## src/design/spbpm_pkg.sv

```systemverilog
`timescale 1ns / 1ps

package spbpm_pkg;

    localparam int SAMPLE_W = 16;
    localparam int COEF_W   = 9;
    localparam int ADDR_W   = 2;
    localparam int DIFF_W   = SAMPLE_W + 2;
    localparam int SUM_W    = DIFF_W + COEF_W + 1;

    localparam logic [COEF_W-1:0] COEF_ONE = COEF_W'(256);

    typedef enum logic [ADDR_W-1:0] {
        REG_MIN_FREQ = 2'd0,
        REG_MAX_FREQ = 2'd1,
        REG_WET_MIX  = 2'd2
    } t_reg_idx;

    typedef enum logic [1:0] {
        STEP_LOW   = 2'd0,
        STEP_INNER = 2'd1,
        STEP_MIX   = 2'd2
    } t_step;

    typedef struct packed {
        logic  load_in;
        logic  step_en;
        t_step step;
        logic  load_out;
    } t_cmd;

endpackage

```

## src/design/spbpm_ctrl.sv

```systemverilog
`timescale 1ns / 1ps

module spbpm_ctrl (
    input  logic              i_clk,
    input  logic              i_rst_n,
    input  logic              i_in_valid,
    output logic              o_in_ready,
    output logic              o_out_valid,
    input  logic              i_out_ready,
    output spbpm_pkg::t_cmd   o_cmd
);

    typedef enum logic [1:0] {
        S_IDLE,
        S_LOW,
        S_INNER,
        S_MIX
    } t_state;

    t_state r_state;
    logic   r_in_ready;
    logic   r_out_valid;
    logic   out_free;

    assign out_free    = !r_out_valid || i_out_ready;
    assign o_in_ready  = r_in_ready;
    assign o_out_valid = r_out_valid;

    always_comb begin
        o_cmd          = '0;
        o_cmd.step     = spbpm_pkg::STEP_MIX;
        case (r_state)
            S_IDLE: begin
                o_cmd.load_in = i_in_valid && r_in_ready;
            end
            S_LOW: begin
                o_cmd.step_en = 1'b1;
                o_cmd.step    = spbpm_pkg::STEP_LOW;
            end
            S_INNER: begin
                o_cmd.step_en = 1'b1;
                o_cmd.step    = spbpm_pkg::STEP_INNER;
            end
            S_MIX: begin
                o_cmd.step_en  = 1'b1;
                o_cmd.step     = spbpm_pkg::STEP_MIX;
                o_cmd.load_out = out_free;
            end
            default: begin
                o_cmd.step = spbpm_pkg::STEP_MIX;
            end
        endcase
    end

    always_ff @(posedge i_clk) begin
        if (!i_rst_n) begin
            r_state     <= S_IDLE;
            r_in_ready  <= 1'b1;
            r_out_valid <= 1'b0;
        end else begin
            if (o_cmd.load_out) begin
                r_out_valid <= 1'b1;
            end else if (r_out_valid && i_out_ready) begin
                r_out_valid <= 1'b0;
            end
            case (r_state)
                S_IDLE: begin
                    if (i_in_valid && r_in_ready) begin
                        r_state    <= S_LOW;
                        r_in_ready <= 1'b0;
                    end
                end
                S_LOW: begin
                    r_state <= S_INNER;
                end
                S_INNER: begin
                    r_state <= S_MIX;
                end
                S_MIX: begin
                    if (out_free) begin
                        r_state    <= S_IDLE;
                        r_in_ready <= 1'b1;
                    end
                end
                default: begin
                    r_state    <= S_IDLE;
                    r_in_ready <= 1'b1;
                end
            endcase
        end
    end

endmodule

```

## src/design/spbpm_dp.sv

```systemverilog
`timescale 1ns / 1ps

module spbpm_dp (
    input  logic                                   i_clk,
    input  logic                                   i_rst_n,
    input  logic                                   i_cfg_we,
    input  logic [spbpm_pkg::ADDR_W-1:0]           i_cfg_addr,
    input  logic [spbpm_pkg::COEF_W-1:0]           i_cfg_wdata,
    input  logic signed [spbpm_pkg::SAMPLE_W-1:0]  i_sample_in,
    input  logic                                   i_channel,
    input  spbpm_pkg::t_cmd                        i_cmd,
    output logic signed [spbpm_pkg::SAMPLE_W-1:0]  o_sample_out
);

    logic [spbpm_pkg::COEF_W-1:0]          r_min_freq;
    logic [spbpm_pkg::COEF_W-1:0]          r_max_freq;
    logic [spbpm_pkg::COEF_W-1:0]          r_wet_mix;
    logic [spbpm_pkg::COEF_W-1:0]          cfg_clamped;

    logic signed [spbpm_pkg::SAMPLE_W-1:0] r_lp_in  [2];
    logic signed [spbpm_pkg::SAMPLE_W-1:0] r_lp_out [2];
    logic signed [spbpm_pkg::SAMPLE_W-1:0] r_hp_in  [2];
    logic signed [spbpm_pkg::SAMPLE_W-1:0] r_hp_lp  [2];

    logic signed [spbpm_pkg::SAMPLE_W-1:0] r_sample;
    logic                                  r_ch;
    logic signed [spbpm_pkg::SAMPLE_W-1:0] r_low;
    logic signed [spbpm_pkg::SAMPLE_W-1:0] r_inner;
    logic signed [spbpm_pkg::SAMPLE_W-1:0] r_sample_out;

    logic signed [spbpm_pkg::DIFF_W-1:0]   op_x;
    logic signed [spbpm_pkg::DIFF_W-1:0]   op_y;
    logic [spbpm_pkg::COEF_W-1:0]          op_f;
    logic signed [spbpm_pkg::DIFF_W-1:0]   diff;
    logic signed [spbpm_pkg::SUM_W-1:0]    prod;
    logic signed [spbpm_pkg::SUM_W-1:0]    base;
    logic signed [spbpm_pkg::SUM_W-1:0]    sum;
    logic signed [spbpm_pkg::SUM_W-1:0]    rnd;
    logic signed [spbpm_pkg::SAMPLE_W-1:0] quot;

    assign cfg_clamped = (i_cfg_wdata > spbpm_pkg::COEF_ONE) ? spbpm_pkg::COEF_ONE
                                                             : i_cfg_wdata;

    always_comb begin
        case (i_cmd.step)
            spbpm_pkg::STEP_LOW: begin
                op_x = spbpm_pkg::DIFF_W'(r_lp_in[r_ch]);
                op_y = spbpm_pkg::DIFF_W'(r_lp_out[r_ch]);
                op_f = r_max_freq;
            end
            spbpm_pkg::STEP_INNER: begin
                op_x = spbpm_pkg::DIFF_W'(r_hp_in[r_ch]);
                op_y = spbpm_pkg::DIFF_W'(r_hp_lp[r_ch]);
                op_f = r_min_freq;
            end
            default: begin
                op_x = spbpm_pkg::DIFF_W'(r_low) - spbpm_pkg::DIFF_W'(r_inner);
                op_y = spbpm_pkg::DIFF_W'(r_sample);
                op_f = r_wet_mix;
            end
        endcase
    end

    // x*f + y*(256-f) == y*256 + (x-y)*f, then divide by 256 toward zero
    assign diff = op_x - op_y;
    assign prod = spbpm_pkg::SUM_W'(diff) * spbpm_pkg::SUM_W'($signed({1'b0, op_f}));
    assign base = spbpm_pkg::SUM_W'(op_y) <<< 8;
    assign sum  = base + prod;
    assign rnd  = sum + (sum[spbpm_pkg::SUM_W-1] ? spbpm_pkg::SUM_W'(255)
                                                  : spbpm_pkg::SUM_W'(0));
    assign quot = rnd[spbpm_pkg::SAMPLE_W+7:8];

    always_ff @(posedge i_clk) begin
        if (!i_rst_n) begin
            r_min_freq <= '0;
            r_max_freq <= '0;
            r_wet_mix  <= '0;
            for (int c = 0; c < 2; c++) begin
                r_lp_in[c]  <= '0;
                r_lp_out[c] <= '0;
                r_hp_in[c]  <= '0;
                r_hp_lp[c]  <= '0;
            end
        end else begin
            if (i_cfg_we) begin
                case (spbpm_pkg::t_reg_idx'(i_cfg_addr))
                    spbpm_pkg::REG_MIN_FREQ: r_min_freq <= cfg_clamped;
                    spbpm_pkg::REG_MAX_FREQ: r_max_freq <= cfg_clamped;
                    spbpm_pkg::REG_WET_MIX:  r_wet_mix  <= cfg_clamped;
                    default: begin
                    end
                endcase
            end
            if (i_cmd.step_en) begin
                case (i_cmd.step)
                    spbpm_pkg::STEP_LOW: begin
                        r_lp_out[r_ch] <= quot;
                        r_lp_in[r_ch]  <= r_sample;
                    end
                    spbpm_pkg::STEP_INNER: begin
                        r_hp_lp[r_ch] <= quot;
                        r_hp_in[r_ch] <= r_low;
                    end
                    default: begin
                    end
                endcase
            end
        end
    end

    always_ff @(posedge i_clk) begin
        if (i_cmd.load_in) begin
            r_sample <= i_sample_in;
            r_ch     <= i_channel;
        end
        if (i_cmd.step_en && i_cmd.step == spbpm_pkg::STEP_LOW) begin
            r_low <= quot;
        end
        if (i_cmd.step_en && i_cmd.step == spbpm_pkg::STEP_INNER) begin
            r_inner <= quot;
        end
        if (i_cmd.load_out) begin
            r_sample_out <= quot;
        end
    end

    assign o_sample_out = r_sample_out;

endmodule

```

## src/design/stereo_one_pole_band_pass_mix.sv

```systemverilog
`timescale 1ns / 1ps
// Channel   Handshake                 Beat payload
// input     i_in_valid / o_in_ready   i_sample_in[15:0] signed, i_channel
// output    o_out_valid / i_out_ready o_sample_out[15:0] signed
// config    i_cfg_we (no wait)        i_cfg_addr[1:0], i_cfg_wdata[8:0]
//
// Beats are processed one at a time: accept, then low-pass, inner low-pass and mix steps,
// one state each, through a single shared 18x10 multiplier; no new beat is taken before mix.
// The output register frees the input side: a new beat is taken while a result waits.
// A stalled output holds the mix step until the result register is free.
// Synchronous active-low reset clears config, filter state and output valid, and sets input ready.
module stereo_one_pole_band_pass_mix (
    input  logic                                   i_clk,
    input  logic                                   i_rst_n,
    input  logic                                   i_cfg_we,
    input  logic [spbpm_pkg::ADDR_W-1:0]           i_cfg_addr,
    input  logic [spbpm_pkg::COEF_W-1:0]           i_cfg_wdata,
    input  logic                                   i_in_valid,
    output logic                                   o_in_ready,
    input  logic signed [spbpm_pkg::SAMPLE_W-1:0]  i_sample_in,
    input  logic                                   i_channel,
    output logic                                   o_out_valid,
    input  logic                                   i_out_ready,
    output logic signed [spbpm_pkg::SAMPLE_W-1:0]  o_sample_out
);

    spbpm_pkg::t_cmd cmd;

    spbpm_ctrl u_ctrl (
        .i_clk       (i_clk),
        .i_rst_n     (i_rst_n),
        .i_in_valid  (i_in_valid),
        .o_in_ready  (o_in_ready),
        .o_out_valid (o_out_valid),
        .i_out_ready (i_out_ready),
        .o_cmd       (cmd)
    );

    spbpm_dp u_dp (
        .i_clk        (i_clk),
        .i_rst_n      (i_rst_n),
        .i_cfg_we     (i_cfg_we),
        .i_cfg_addr   (i_cfg_addr),
        .i_cfg_wdata  (i_cfg_wdata),
        .i_sample_in  (i_sample_in),
        .i_channel    (i_channel),
        .i_cmd        (cmd),
        .o_sample_out (o_sample_out)
    );

endmodule

```

## config.mk

```make
export PLATFORM = sky130hd
export DESIGN_NAME = stereo_one_pole_band_pass_mix
export DESIGN_NICKNAME = d
export VERILOG_FILES = /design/src/design/spbpm_pkg.sv /design/src/design/spbpm_ctrl.sv /design/src/design/spbpm_dp.sv /design/src/design/stereo_one_pole_band_pass_mix.sv
export SDC_FILE = /design/constraint.sdc
export NUM_CORES = 1
export LEC_CHECK = 0
export ABC_AREA = 1
export BUFFER_PORTS_ARGS = -buffer_cell sky130_fd_sc_hd__buf_2
export CAP_MARGIN = 5
export CORE_ASPECT_RATIO = 0.9
export CORE_UTILIZATION = 40
export DETAILED_ROUTE_END_ITERATION = 12
export PLACE_DENSITY = 0.67
export SLEW_MARGIN = 20
export SYNTH_ARGS = -nofsm -noshare
export SYNTH_HDL_FRONTEND = slang
export SYNTH_SLANG_ARGS = --single-unit
```

## constraint.sdc

```tcl
create_clock -name i_clk -period 11.5 [get_ports i_clk]
set_input_delay 2.3 -clock i_clk [delete_from_list [all_inputs] [get_ports i_clk]]
set_output_delay 2.3 -clock i_clk [all_outputs]
set_load 0.02 [all_outputs]
```

==> run_results.csv <==
group,metric,value,unit
detailed_routing,wire_length_per_cell_after_detailed_routing,17.8,um
synthesis,avgSynthCellArea,9.09,um^2
place,pre_cts_slack,0.547,ns
detailed_routing,vias,13600,
synthesis,synthMostInstantiatedCell,"sky130_fd_sc_hd__inv_1",
run,count_of_maximum_capacitance_violations,0,
layout,post-route-cell-area,0.0195,mm^2
synthesis,postSynthCellCount,1948,
synthesis,postSynth.asyncResetShare,0,
critical_path,worst-endpoint-required,11.76,ns
place,io_buffers,50,
critical_path,slowest_stage,"sky130_fd_sc_hd__fa_1",
critical_path,critical_path_arrival,10.98,ns
critical_path,cp-start-kind,"register",
layout,final-seq-area,0.00644,mm^2
floorplanning,fp.dieH,202,um
cts,clock-root-buffer,"sky130_fd_sc_hd__clkbuf_16",
layout,final_core_util,0.450,
place,area_after_dpl,0.0187,mm^2
timing,hold_viol,0,
cts,cts-root-to-sink-buffers,3,
synthesis,yosys.area.top_type,"sky130_fd_sc_hd__edfxtp_1",
timing,clock-skew-final,0.0245,ns
floorplanning,dieWidth,224,um
layout,syn_to_final_growth,10.2,%
synthesis,seq_area_frac_synth,0.364,
synthesis,post_synth_instance_area,0.0177,mm^2
timing,report.final.slew_viol_count,0,
synthesis,synth.top_cell.area_share,0.327,
timing,timing.final.setup_violations,0,
synthesis,postSynthNetCount,2244,
timing,fmax,93.3,MHz
place,place_congestion,0.907,
global_route,grt_pass1_vias,13500,
status,status,"finished clean",
floorplanning,core-area,0.0433,mm^2
layout,fillerInstances,4074,
cts,cts_tree,"done",
cts,postCtsHoldBufs,0,
detailed_routing,detail-route-antenna-nets,0,
critical_path,critPathCaptureType,"register",
detailed_routing,detailedRoute.firstPassIterationCount,5,
critical_path,timing.critical_path.slowest_cell_delay,0.62,ns
detailed_routing,detail_route.drc_violations,0,
synthesis,most_frequent_cells_after_synthesis,"sky130_fd_sc_hd__inv_1 (366), sky130_fd_sc_hd__nor2_1 (310), sky130_fd_sc_hd__nand2_1 (211)",
cts,cts.clk_slew.worst_paths,0.06,ns
critical_path,critical-path-top-cell-by-count,"sky130_fd_sc_hd__inv_1",
floorplanning,initial_utilization,0.409,
global_route,grt_overflow,0,
detailed_routing,route.final.wire_length,46.5,mm
detailed_routing,viasPerCell,5.20,
timing,maxSlewHeadroom,0.328,
global_route,antenna_violations_before_repair,2,
timing,final_min_period_over_clock_period,0.932,
timing,finalWorstSetupSlack,0.777,ns
timing,hold-worst-slack,0.494,ns
synthesis,synth-seq-cells,225,
place,hpwlAfterDp,34.0,mm
critical_path,worstSetupPathType,"reg2reg",
layout,multiInputGateArea,0.00967,mm^2
detailed_routing,first_iter_violations,1259,
critical_path,critical_path.max_fanout,7,
synthesis,synth_warnings,0,
global_route,grtUsageTotal,0.211,
synthesis,synth-edff-count,193,
layout,post_route_cells_drive_above_1_share,0.110,
layout,finish.net_count,2297,
global_route,grt_start_max_net_pins,41,
timing,tightest_slew,0.998,ns
floorplanning,floorplan.die_area,0.0451,mm^2
cts,clock_sink_count,225,
timing,period_minus_slack,10.72,ns
floorplanning,row_count,72,
layout,num_antenna_cells,0,
cts,cts_max_level,1,
synthesis,yosysUniqueCellTypes,52,
hold_path,class_of_the_tightest_hold_or_removal_check,"reg2reg",
cts,num_cts_buffers,23,
synthesis,ys.flop_type,"sky130_fd_sc_hd__edfxtp_1",
cts,worst_skew_pair.late_latency,0.53,ns
floorplanning,top_level_ports,51,
synthesis,synth.area.top_cells,"sky130_fd_sc_hd__edfxtp_1 (33%), sky130_fd_sc_hd__fa_1 (17%), sky130_fd_sc_hd__ha_1 (8.3%)",
global_route,grt_pass1_wl,74.1,mm
-- final timing paths --
check	slack, ns	end	cells past startpoint	from
min	0.49	u_dp.r_min_freq[7]$_SDFFE_PN0P_	2	u_dp.r_min_freq[7]$_SDFFE_PN0P_
min reg2reg	0.49	u_dp.r_min_freq[7]$_SDFFE_PN0P_	2	u_dp.r_min_freq[7]$_SDFFE_PN0P_
max reg2reg	0.78	u_dp.r_inner[11]$_DFFE_PP_	51	u_dp.r_low[2]$_DFFE_PP_
max	0.78	u_dp.r_inner[11]$_DFFE_PP_	51	u_dp.r_low[2]$_DFFE_PP_
-- final cells by class --
class	count	share of cell area
Tap cell	592	0.0380
Sequential cell	225	0.330
Clock inverter	14	0.00667
Inverter	380	0.0734
Multi-Input combinational cell	1287	0.496
Clock buffer	27	0.0303
Timing Repair Buffer	84	0.0259
-- state kept, by name, indices dropped and copies added, names as in the netlist, named ones only --
register            count
u_dp.o_sample_out      16
u_dp.r_hp_in           32
u_dp.r_low             16
u_ctrl.o_in_ready       1
u_dp.r_min_freq         9
u_dp.r_max_freq         9
u_dp.r_inner           16
u_dp.r_lp_out          32
u_dp.r_wet_mix          9
u_dp.r_hp_lp           32
u_ctrl.r_state          2
u_dp.r_lp_in           32
u_ctrl.o_out_valid      1
u_dp.r_ch               1
u_dp.r_sample          16
-- cells by family (layout without fill, tap and decap cells) --
logic type,after synthesis,count (layout),share of synthesized area
AOI/OAI and AO/OA,306,306,0.0999
xor gates and xnor gates,58,58,0.0321
adders and majority gates,263,263,0.248
buffers and inverters,436,505,0.0927
DFF,225,225,0.364
and+or+nand+nor,660,660,0.164
-- critical path, delay by kind of cell (launching register included) --
kind	cells	cell delay, ns
flip-flops	1	0.41
AND/OR/NAND/NOR	20	2.71
AO/OA/AOI/OAI	15	2.76
adder cells (fa/ha/maj)	9	4.09
buffers and inverters	7	0.50
-- layout by cell type (no fill, tap or decap), types with 34 or more instances in the layout --
master and n:
sky130_fd_sc_hd__inv_1 366, sky130_fd_sc_hd__nor2_1 306, sky130_fd_sc_hd__nand2_1 210, sky130_fd_sc_hd__edfxtp_1 193
sky130_fd_sc_hd__fa_1 146, sky130_fd_sc_hd__o21ai_0 129, sky130_fd_sc_hd__ha_1 115, sky130_fd_sc_hd__a21oi_1 88
sky130_fd_sc_hd__buf_2 50, sky130_fd_sc_hd__nand3_1 36, sky130_fd_sc_hd__xor2_1 35, sky130_fd_sc_hd__buf_4 34
-- repair_timing --
| action | 4_1_cts | 5_1_grt |
|---|---|---|
| buffers inserted | 0 | 2 |
| endpoints found under the setup margin | 0 | 112 |
| resized for setup | 0 | 8 |
-- routing by layer --
layer	vias to the layer above	GRT usage	wire (um)
li1	6367	-	-
met1	6690	0.306	21200
met2	453	0.343	21600
met3	59	0.0209	2880
met4	2	0.0421	749
met5	-	0	14
-- through the flow --
step / setup TNS [ns] / std cells
floorplan: 0 / 1948
global placement: 0 / 2566
detailed placement: 0 / 2566
CTS: 0 / 2607
global route: -0.250 / 2609
finish: 0 / 2609
Power is left out: the tool's default activity adds up to more than one toggle a clock period on the data nets, which glitch-free logic cannot reach.
